<file path="src/hdl/lpr_pkg.sv">
`timescale 1ns / 1ps
`default_nettype none
package lpr_pkg;
    localparam int TimeW  = 32;
    localparam int CfgW   = 16;
    localparam int NumCfg = 5;
    localparam int IdxW   = 3;
    // Modulus and divisor width: count*cycle+pause fits 8+16+1 bits.
    localparam int ModW   = 25;
    // Quotient of the level division never exceeds 510.
    localparam int QW     = 9;
    // Side data through the modulo pipes: rgb, mode, period, total, in-sequence time.
    localparam int MSideW = 24 + 3 + 16 + 24 + ModW;
    // Side data through the level divider: rgb, mode, blink lit, degenerate period.
    localparam int DSideW = 24 + 3 + 1 + 1;

    typedef enum logic [2:0] {
        MODE_OFF   = 3'd0,
        MODE_SOLID = 3'd1,
        MODE_SLOW  = 3'd2,
        MODE_FAST  = 3'd3,
        MODE_BLINK = 3'd4
    } t_mode;

    localparam logic [IdxW-1:0] REG_SLOW  = 3'd0;
    localparam logic [IdxW-1:0] REG_FAST  = 3'd1;
    localparam logic [IdxW-1:0] REG_CYCLE = 3'd2;
    localparam logic [IdxW-1:0] REG_ON    = 3'd3;
    localparam logic [IdxW-1:0] REG_PAUSE = 3'd4;

    typedef struct packed {
        logic [7:0] red_in;
        logic [7:0] green_in;
        logic [7:0] blue_in;
        logic [2:0] pattern_mode;
        logic [7:0] pulse_count;
        logic [TimeW-1:0] time_ms;
    } t_in;

    typedef struct packed {
        logic [7:0] red_out;
        logic [7:0] green_out;
        logic [7:0] blue_out;
        logic [7:0] level;
    } t_out;

    typedef struct packed {
        logic [CfgW-1:0] slow;
        logic [CfgW-1:0] fast;
        logic [CfgW-1:0] cycle;
        logic [CfgW-1:0] on_ms;
        logic [CfgW-1:0] pause;
    } t_cfg;

    // Restoring-division step: shift in one dividend bit, try subtract.
    typedef struct packed {
        logic [ModW:0]   rem;
        logic [TimeW-1:0] num;
    } t_div;
endpackage
`default_nettype wire

</file>
<file path="src/hdl/lpr_div_pipe.sv">
`timescale 1ns / 1ps
`default_nettype none
// Pipelined quotient of a 24-bit numerator by a 15-bit divisor, QW bits kept.
module lpr_div_pipe
    import lpr_pkg::*;
(
    input  wire logic              i_clk,
    input  wire logic              i_rst_n,
    input  wire logic              i_en,
    input  wire logic              i_valid,
    input  wire logic [23:0]       i_num,
    input  wire logic [14:0]       i_den,
    input  wire logic [DSideW-1:0] i_side,
    output logic                   o_valid,
    output logic [QW-1:0]          o_quo,
    output logic [DSideW-1:0]      o_side
);
    // Quotient fits QW bits, so the top 15 numerator bits seed the remainder.
    logic [QW:0]        r_v;
    logic [15:0]        r_rem  [QW+1];
    logic [QW-1:0]      r_num  [QW+1];
    logic [QW-1:0]      r_q    [QW+1];
    logic [14:0]        r_den  [QW+1];
    logic [DSideW-1:0]  r_side [QW+1];

    always_comb begin
        r_rem[0]  = {1'b0, i_num[23:QW]};
        r_num[0]  = i_num[QW-1:0];
        r_q[0]    = '0;
        r_den[0]  = i_den;
        r_side[0] = i_side;
        r_v[0]    = i_valid;
    end

    for (genvar k = 0; k < QW; k++) begin : g_st
        logic [16:0] n_sh;
        logic        n_ge;
        always_comb begin
            n_sh = {r_rem[k], r_num[k][QW-1]};
            n_ge = n_sh >= {2'b0, r_den[k]};
        end
        always_ff @(posedge i_clk) begin
            if (!i_rst_n) begin
                r_v[k+1] <= 1'b0;
            end else if (i_en) begin
                r_v[k+1] <= r_v[k];
            end
            if (i_en) begin
                r_rem[k+1]  <= n_ge ? 16'(n_sh - {2'b0, r_den[k]}) : n_sh[15:0];
                r_num[k+1]  <= {r_num[k][QW-2:0], 1'b0};
                r_q[k+1]    <= {r_q[k][QW-2:0], n_ge};
                r_den[k+1]  <= r_den[k];
                r_side[k+1] <= r_side[k];
            end
        end
    end

    assign o_valid = r_v[QW];
    assign o_quo   = r_q[QW];
    assign o_side  = r_side[QW];
endmodule
`default_nettype wire

</file>
<file path="config.mk">
export PLATFORM = sky130hd
export DESIGN_NAME = lpr_div_pipe
export DESIGN_NICKNAME = d
export VERILOG_FILES = /design/src/hdl/lpr_pkg.sv /design/src/hdl/lpr_div_pipe.sv
export SDC_FILE = /design/constraint.sdc
export NUM_CORES = 1
export LEC_CHECK = 0
export BUFFER_PORTS_ARGS = -buffer_cell sky130_fd_sc_hd__buf_2
export CAP_MARGIN = 30
export CORE_MARGIN = 2
export CORE_UTILIZATION = 50
export CTS_CLUSTER_SIZE = 12
export DETAILED_ROUTE_END_ITERATION = 10
export PLACE_DENSITY_LB_ADDON = 0.08
export SLEW_MARGIN = 20
export SYNTH_ARGS = -nofsm -noshare
export SYNTH_HDL_FRONTEND = slang
export SYNTH_SLANG_ARGS = --single-unit
</file>
<file path="constraint.sdc">
create_clock -name i_clk -period 4.17 [get_ports i_clk]
set_clock_uncertainty 0.15 [all_clocks]
set_input_delay 0.834 -clock i_clk [delete_from_list [all_inputs] [get_ports i_clk]]
set_output_delay 0.834 -clock i_clk [all_outputs]
set_load 0.05 [all_outputs]
</file>
==> results.cfg, run 1 <==
[outcome]
status = finished, final reports clean

[timing]
min_period_over_period_pct = 79.6
hold_viol_final = 0
slew_viol_final = 0
tightest_slew_ns = 0.794
max-slew-margin-rel_pct = 45.7
rsz0062_at_grt = no
fin_crit_ns = 3.32
setup_viol = 0
tns_ns = 0
hold_ws_ns = 0.228
clock.fmax_mhz = 301
fin_ws_ns = 0.849

[die]
fp.coreArea_sq_um = 52400
die-area_sq_um = 54700
die_y_um = 234
fp.dieW_um = 234
num_rows = 84
start_util_pct = 50.4
ios = 111

[synthesis]
synth_most_common_cell = edfxtp_1
synth_edf_count = 590
synth_area_per_cell_sq_um = 14.0
synth.distinct_cells = 68
yosysSeqAreaShare_pct = 67.7
ys_async_sr_fraction_pct = 0
netlist_top_cells_area = edfxtp_1, ha_1, a21oi_1, inv_1, mux2_2
postSynthCellCount = 1882
synth_top_cell_area_share_pct = 67.0
netlist_area_sq_um = 26400
ys_ff_latch = 599
synth_nets = 2097
yosys_warnings = 0
synth_ff_type = edfxtp_1
synth_commonest_cells = edfxtp_1, inv_1, a21oi_1, ha_1, nor2_1
yosys.area.top_type = edfxtp_1

[power]
power_frac_clock_pct = 27.0
swShare_pct = 29.7
power_density_nw_per_um2 = 629
p_seq_share_pct = 44.2
peakVddDrop_mv = 0.351
internal-power_mw = 13.1
p_leak_nw = 11.4
totalPowerFinal_mw = 18.6
p_comb_share_pct = 28.8
p_sw_mw = 5.54

[clock_tree]
cts_made_buffers = 61
clockBufferDepth = 3
ctsHtreeMaxLevel = 2
cts_setup_buffers = 0
cts-root-buf = clkbuf_16
cts_tree = yes
clkSinkCount = 599
ctsResizeCount = 0
clock_latency_ns = 0.63
clkTransAtPathRegs_ns = 0.06
hold_buffers = 0

[cells_and_area]
drive_gt1_share_pct = 13.8
syn2layout_area_growth_pct = 12.1
fin_nets = 2230
fin_area_sq_um = 29600
fillers = 4179
n_antenna_cell = 0

[drt]
routedWlPerCell_um = 15.8
drtIter0Drc = 807
ant_nets = 0
vias = 14400
vias_per_cell = 5.27
wirelength_mm = 43.4
first_pass_iters = 5
drc_errors = 0

[worst_setup_path]
slowest_stage = o31ai_1
cp_max_fo = 18
rr_worst_depth = 8
worstPathArrival_ns = 3.51
r2r-end = g_st[2].n_sh[8]
reg2reg_setup_slack_ns = 0.85
cp-start-kind = flip-flop
cp.depth = 8
crit_family = compound AO/OA/AOI/OAI gates
timing.rr.start = r_den[131]
criticalPathCategory = reg2reg
cp-end-kind = flip-flop
cp_data_required_time_ns = 4.36
critical-path-max-stage-delay_ns = 0.54
cp_num_buf_inv = 2
path_cells = inv_1 -> ha_1 -> nand4_1 -> or2_2 -> o31ai_1 -> a21o_1 -> buf_4 -> mux2_2

[min_path]
whs_path_depth = 1
worstHoldStart = i_num[5]
min_path_type = in2reg
min_to = r_num[78]

[run]
drv_cap = 0

[placed_design]
dpl_cell_area_sq_um = 27800
gp_congestion = 0.853
numPortBuffers = 110
dp_slack_ns = 0.428
hpwl_mm = 31.0

[global_route]
grt_pass1_wl_mm = 69.7
grt_pass1_vias = 14500
grt-ovfl-total = 0
gr-usage-all-layers_pct = 15.9
grt_max_degree = 83
grt_antenna_before_repair = 0
-- flip-flops by register name, indices dropped and copies added (netlist names) --
signal	cells
r_v	8
o_side	29
o_quo	9
g_st.n_sh	136
o_valid	1
r_q	36
r_num	28
r_side	232
r_den	120
-- how the worst max path moves through the flow --
stage | startpoint | to | slack, ns
3_3_place_gp | i_num[8] | g_st[1].n_sh[5] | 0.46
6_report | r_den[131] | g_st[2].n_sh[8] | 0.85
3_5_place_dp | i_num[8] | g_st[1].n_sh[13] | 0.43
2_1_floorplan | i_num[8] | g_st[1].n_sh[1] | 0.87
4_1_cts | r_den[131] | g_st[2].n_sh[8] | 0.88
5_1_grt | r_den[131] | g_st[2].n_sh[8] | 0.72
-- kinds of logic after synthesis --
| kind of cell | after synthesis | synth area share (%) |
|---|---|---|
| DFF | 599 | 67.7 |
| and+or+nand+nor | 342 | 6.10 |
| buffers and inverters | 242 | 4.07 |
| xor gates and xnor gates | 84 | 2.78 |
| muxes | 61 | 2.53 |
| AOI/OAI and AO/OA | 411 | 9.79 |
| adders and majority gates | 143 | 7.00 |
-- worst reg2reg max path, stage by stage, from the launching register on --
cell,delay [ns]
edfxtp_1,0.36
inv_1,0.05
ha_1,0.42
nand4_1,0.20
or2_2,0.36
o31ai_1,0.54
a21o_1,0.35
buf_4,0.30
mux2_2,0.36
-- power by group through the flow --
stage / combinational, mW / clock, mW / sequential (mW)
global placement: 5.25 / 0 / 8.34
finish: 5.37 / 5.04 / 8.23
floorplan: 4.12 / 0 / 8.20
CTS: 5.37 / 5.23 / 8.24
global route: 5.99 / 5.46 / 8.32
detailed placement: 5.33 / 0 / 8.36
-- layout by cell type (no fill, tap or decap), types with 47 or more instances in the layout --
master	count
inv_1	171
buf_2	109
edfxtp_1	590
mux2_2	47
nand2_1	85
a21oi_1	151
nor2_1	118
o21ai_0	77
ha_1	135
clkbuf_16	61
-- layout make-up --
cell class / instances / area, sq um / area share, %
Multi-Input combinational cell: 1041 / 7460 / 25.2
Clock buffer: 79 / 1630 / 5.51
Tap cell: 688 / 861 / 2.90
Clock inverter: 22 / 236 / 0.798
Timing Repair Buffer: 141 / 906 / 3.06
Inverter: 171 / 642 / 2.17
Sequential cell: 599 / 17900 / 60.4
-- per-stage QoR --
stage	util, %	instances
floorplan	-	1882
global route	56.5	2741
CTS	56.5	2741
detailed placement	52.9	2640
global placement	52.9	2640
finish	56.5	2741
-- per-layer routing --
metal	track usage [%]	share of wire, %	vias up
met5	0	0	-
met4	8.19	4.8	0
li1	-	-	7216
met1	17.6	40	6830
met2	29.2	52	262
met3	2.82	3.3	129
Note: power is estimated with default switching activity, not from simulation.
==> inputs of run 2 (changes only) <==
--- a/config.mk
+++ b/config.mk
@@ -5,6 +5,7 @@
 export SDC_FILE = /design/constraint.sdc
 export NUM_CORES = 1
 export LEC_CHECK = 0
+export ABC_AREA = 1
 export BUFFER_PORTS_ARGS = -buffer_cell sky130_fd_sc_hd__buf_2
 export CAP_MARGIN = 30
 export CORE_MARGIN = 2
==> constraint.sdc (replaced) <==
create_clock -name i_clk -period 2.7 [get_ports i_clk]
set_clock_uncertainty 0.15 [all_clocks]
set_input_delay 0.54 -clock i_clk [delete_from_list [all_inputs] [get_ports i_clk]]
set_output_delay 0.54 -clock i_clk [all_outputs]
set_load 0.05 [all_outputs]
==> results.cfg, run 2 <==
[synthesis]
synth_area_per_cell_sq_um = 10.2
yosys_warnings = 0
synth_ff_type = edfxtp_1
netlist_area_sq_um = 29200
ys_async_sr_fraction_pct = 0
yosysSeqAreaShare_pct = 61.2
synth_most_common_cell = nand2_1
yosys.area.top_type = edfxtp_1
synth.distinct_cells = 42
ys_ff_latch = 599
postSynthCellCount = 2868
synth_nets = 3083
synth_top_cell_area_share_pct = 60.6
synth_edf_count = 590
netlist_top_cells_area = edfxtp_1, nand2_1, inv_1, ha_1, nand3_1
synth_commonest_cells = nand2_1, edfxtp_1, inv_1, nand3_1, ha_1

[clock_tree]
clock_latency_ns = 0.60
clkSinkCount = 599
cts_tree = yes
ctsHtreeMaxLevel = 3
cts_made_buffers = 68
clockBufferDepth = 3
clkTransAtPathRegs_ns = 0.06
cts-root-buf = clkbuf_16

[die]
fp.coreArea_sq_um = 57700
fp.dieW_um = 246
die-area_sq_um = 60400
die_y_um = 246
num_rows = 88
ios = 111
start_util_pct = 50.7

[global_route]
gr-usage-all-layers_pct = 20.3
grt_pass1_vias = 18600
grt_max_degree = 77
grt_pass1_wl_mm = 96.0
grt_antenna_before_repair = 2
grt-ovfl-total = 0

[power]
p_sw_mw = 10.8
p_seq_share_pct = 40.4
swShare_pct = 34.1
internal-power_mw = 20.9
totalPowerFinal_mw = 31.8
p_leak_nw = 15.4
peakVddDrop_mv = 0.576
p_comb_share_pct = 30.8
power_frac_clock_pct = 28.8
power_density_nw_per_um2 = 951

[cells_and_area]
final_cell_mix = nand2_1, edfxtp_1, inv_1, nand3_1, ha_1
final_common_cell = nand2_1
post-route-util_pct = 57.9
drive_gt1_share_pct = 10.2
top_register = r_side
largest_reg_flops = 232
fin_nets = 3288
syn2layout_area_growth_pct = 14.3

[drt]
drtIter0Drc = 1231
wirelength_mm = 60.3
first_pass_iters = 7
vias = 19000
routedWlPerCell_um = 15.5
drc_errors = 0
vias_per_cell = 4.89
ant_nets = 0

[worst_setup_path]
cp-start-kind = input pin
criticalPathCategory = in2reg
worstPathArrival_ns = 2.70
cp_data_required_time_ns = 2.92
reg2reg_setup_slack_ns = 0.27
cp_max_fo = 13
cp-end-kind = flip-flop

[timing]
slew_viol_final = 0
setup_viol = 0
tns_ns = 0
max-slew-margin-rel_pct = 65.2
hold_viol_final = 0
hold_ws_ns = 0.0715
clock.fmax_mhz = 402
rsz0062_at_grt = no
fin_crit_ns = 2.49
min_period_over_period_pct = 92.1
tightest_slew_ns = 0.519

[outcome]
status = finished, final reports clean

[placed_design]
numPortBuffers = 110
hpwl_mm = 45.2
gp_congestion = 0.874

[min_path]
min_path_type = in2reg

[run]
drv_cap = 0
run 2: through the flow:
step,setup WS (ns),cells,cell area [sq um]
floorplan,0.342,2868,29200
global placement,0.105,3715,30600
detailed placement,0.0834,3715,30600
CTS,0.233,3880,33400
global route,0.0301,3881,33400
finish,0.213,3881,33400
run 2: cells by family after synthesis:
family / Yosys count / synth area share (%)
xor gates and xnor gates: 48 / 1.44
AOI/OAI and AO/OA: 96 / 1.77
buffers and inverters: 581 / 8.38
DFF: 599 / 61.2
adders and majority gates: 143 / 6.33
and+or+nand+nor: 1401 / 20.9
run 2: worst max-delay path: stages:
cell and delay (ns):
dlygate4sd3_1 0.53, buf_2 0.13, ha_1 0.20, fa_1 0.36
inv_1 0.07, nand2_1 0.07, nand2_1 0.09, nand3_1 0.09
nand3_1 0.10, nand2_1 0.05, nand2_1 0.10, inv_1 0.20
nand2_1 0.11, nand2_1 0.06
run 2: final timing paths:
path,startpoint,end,cells after the start
min reg2reg,r_q[15],o_quo[7],0
max,i_den[0],g_st[1].n_sh[14],14
max reg2reg,g_st[2].n_sh[10],g_st[3].n_sh[1],8
min,i_num[20],g_st[1].n_sh[13],3
run 2: repair_timing:
action,4_1_cts,5_1_grt
endpoints found under the hold margin,53,0
gates resized for setup,0,0
endpoints found under the setup margin,0,0
hold buffers,53,0
setup buffers,0,0
run 2: power groups by stage:
stage | sequential, mW | combinational [mW] | clock, mW
6_report | 12.8 | 9.78 | 9.17
4_1_cts | 12.9 | 9.80 | 9.46
2_1_floorplan | 12.6 | 7.48 | 0
3_5_place_dp | 13.0 | 9.69 | 0
5_1_grt | 13.0 | 11.2 | 9.77
3_3_place_gp | 13.0 | 9.57 | 0
run 2: per-layer routing:
metal,vias up,track usage (%),part of all wire (%)
li1,9702,-,-
met4,2,6.83,2.5
met1,8802,27.3,46
met3,93,3.12,4.0
met5,-,0,0.018
met2,370,33.6,47
run 2: area by class of cell:
cell class                 count  area [sq um]
fill                        4913         24300
sequential                   599         17900
multi-input combinational   1688          8890
inverter                     518          1940
clock buffer                  80          1790
timing repair buffer         198          1470
tap                          765           957
clock inverter                32           465
antenna                        1          2.50
==> inputs of run 3 (changes only) <==
--- a/config.mk
+++ b/config.mk
@@ -13,6 +13,7 @@
 export CTS_CLUSTER_SIZE = 12
 export DETAILED_ROUTE_END_ITERATION = 10
 export PLACE_DENSITY_LB_ADDON = 0.08
+export RECOVER_POWER = 50
 export SLEW_MARGIN = 20
 export SYNTH_ARGS = -nofsm -noshare
 export SYNTH_HDL_FRONTEND = slang
==> results.cfg, run 3 (synthesized netlist as in run 2, its figures left out) <==
[clock_tree]
clkTransAtPathRegs_ns = 0.06
clockBufferDepth = 3
clock_latency_ns = 0.60
cts_made_buffers = 68
clkSinkCount = 599
cts_tree = yes
ctsHtreeMaxLevel = 3
cts_setup_buffers = 0
cts-root-buf = clkbuf_16

[global_route]
grt_pass1_wl_mm = 96.0
grt_pass1_vias = 18600
gr-usage-all-layers_pct = 20.3
grt_antenna_before_repair = 2
grt-ovfl-total = 0
grt_max_degree = 77

[placed_design]
hpwl_mm = 45.2
dpl_cell_area_sq_um = 30600
dp_slack_ns = 0.0834
numPortBuffers = 110
gp_congestion = 0.874

[power]
power_frac_clock_pct = 28.9
p_seq_share_pct = 40.4
p_leak_nw = 15.4
p_comb_share_pct = 30.7
swShare_pct = 34.1
internal-power_mw = 20.9
power_density_nw_per_um2 = 953
peakVddDrop_mv = 0.578
p_sw_mw = 10.8

[drt]
wirelength_mm = 60.3
drc_errors = 0
routedWlPerCell_um = 15.5
drtIter0Drc = 1215
vias_per_cell = 4.89
first_pass_iters = 7
ant_nets = 0
vias = 19000

[worst_setup_path]
cp-start-kind = input pin
crit_family = buffers and inverters
criticalPathCategory = in2reg
cp_max_fo = 38
cp_num_buf_inv = 3
slowest_stage = dlymetal6s2s_1
critical-path-max-stage-delay_ns = 0.90
cp-end-kind = flip-flop
cpMostUsedCell = clkbuf_2
path_cells = clkbuf_2 -> dlymetal6s2s_1 -> clkbuf_2
reg2reg_setup_slack_ns = 0.25
worstPathArrival_ns = 2.62
cp_data_required_time_ns = 2.84

[die]
fp.dieW_um = 246
num_rows = 88
fp.coreArea_sq_um = 57700
ios = 111
die-area_sq_um = 60400
die_y_um = 246
start_util_pct = 50.7

[timing]
fin_ws_ns = 0.220
clock.fmax_mhz = 403
slew_viol_final = 0
rsz0062_at_grt = no
hold_viol_final = 0
max-slew-margin-rel_pct = 29.4
tightest_slew_ns = 1.06
min_period_over_period_pct = 91.9
setup_viol = 0
tns_ns = 0
fin_crit_ns = 2.48

[cells_and_area]
final_cell_mix = nand2_1, edfxtp_1, inv_1, nand3_1, ha_1
regArea_sq_um = 17900
multi_input_area_sq_um = 8890
fin_nets = 3288
fin_area_sq_um = 33300
top_register = r_side
final_common_cell = nand2_1
fillers = 4934
syn2layout_area_growth_pct = 14.0
largest_reg_flops = 232
drive_gt1_share_pct = 9.47

[min_path]
min_path_type = in2reg

[run]
drv_cap = 0

[outcome]
status = finished, final reports clean
run 3: cell count changes in the layout (fill, tap and decap cells not counted), sizes merged:
cell	delta
dlymetal6s2s	+1
clkbuf	+28
buf	-29
run 3: worst paths after layout:
path | startpoint | end | cells after the start
worst max-delay path | i_en | r_side[111] | 3
worst min-delay path | i_num[20] | g_st[1].n_sh[13] | 3
worst max register to register | r_den[115] | g_st[3].n_sh[1] | 9
worst min register to register | r_num[43] | g_st[6].n_sh[0] | 0
run 3: per-stage QoR:
| step | power, mW | hold slack, ns | utilization [%] | std cells |
|---|---|---|---|---|
| after global routing | 33.9 | 0.0596 | 57.7 | 3881 |
| final | 31.8 | 0.0713 | 57.7 | 3881 |
| after global placement | 22.6 | 0.250 | 53.1 | 3715 |
| after floorplan | 20.1 | 0.250 | - | 2868 |
| after detailed placement | 22.7 | 0.255 | 53.1 | 3715 |
| after CTS | 32.1 | 0.0279 | 57.9 | 3880 |
run 3: what timing repair did:
item	CTS	global route
resized for setup	0	0
hold buffers	53	0
endpoints found under the setup margin	0	0
endpoints found under the hold margin	53	0
run 3: area by class of cell:
| type | count | share of cell area, % |
|---|---|---|
| Sequential cell | 599 | 53.7 |
| Clock inverter | 32 | 1.40 |
| Timing Repair Buffer | 198 | 4.11 |
| Clock buffer | 80 | 5.37 |
| Antenna cell | 1 | 0.00751 |
| Inverter | 518 | 5.84 |
| Tap cell | 765 | 2.87 |
| Multi-Input combinational cell | 1688 | 26.7 |
run 3: per-layer routing:
metal / global-route usage [%] / wire, um / vias up
li1: - / - / 9710
met1: 27.3 / 27900 / 8808
met2: 33.6 / 28400 / 383
met3: 3.12 / 2470 / 93
met4: 6.83 / 1530 / 2
met5: 0 / 11 / -
run 3: worst register-to-register path: cells and delay by family (launching register included):
| kind | cells | cell delay, ns |
|---|---|---|
| buffers and inverters | 2 | 0.15 |
| AO/OA/AOI/OAI | 1 | 0.16 |
| adder cells (fa/ha/maj) | 1 | 0.36 |
| flip-flops | 1 | 0.39 |
| AND/OR/NAND/NOR | 5 | 0.99 |
run 3: power by group through the flow:
stage          registers (mW)  clock network, mW  logic (mW)
3_3_place_gp             13.0                  0        9.57
6_report                 12.8               9.16        9.76
2_1_floorplan            12.6                  0        7.48
4_1_cts                  12.9               9.46        9.80
3_5_place_dp             13.0                  0        9.69
5_1_grt                  13.0               9.77        11.2
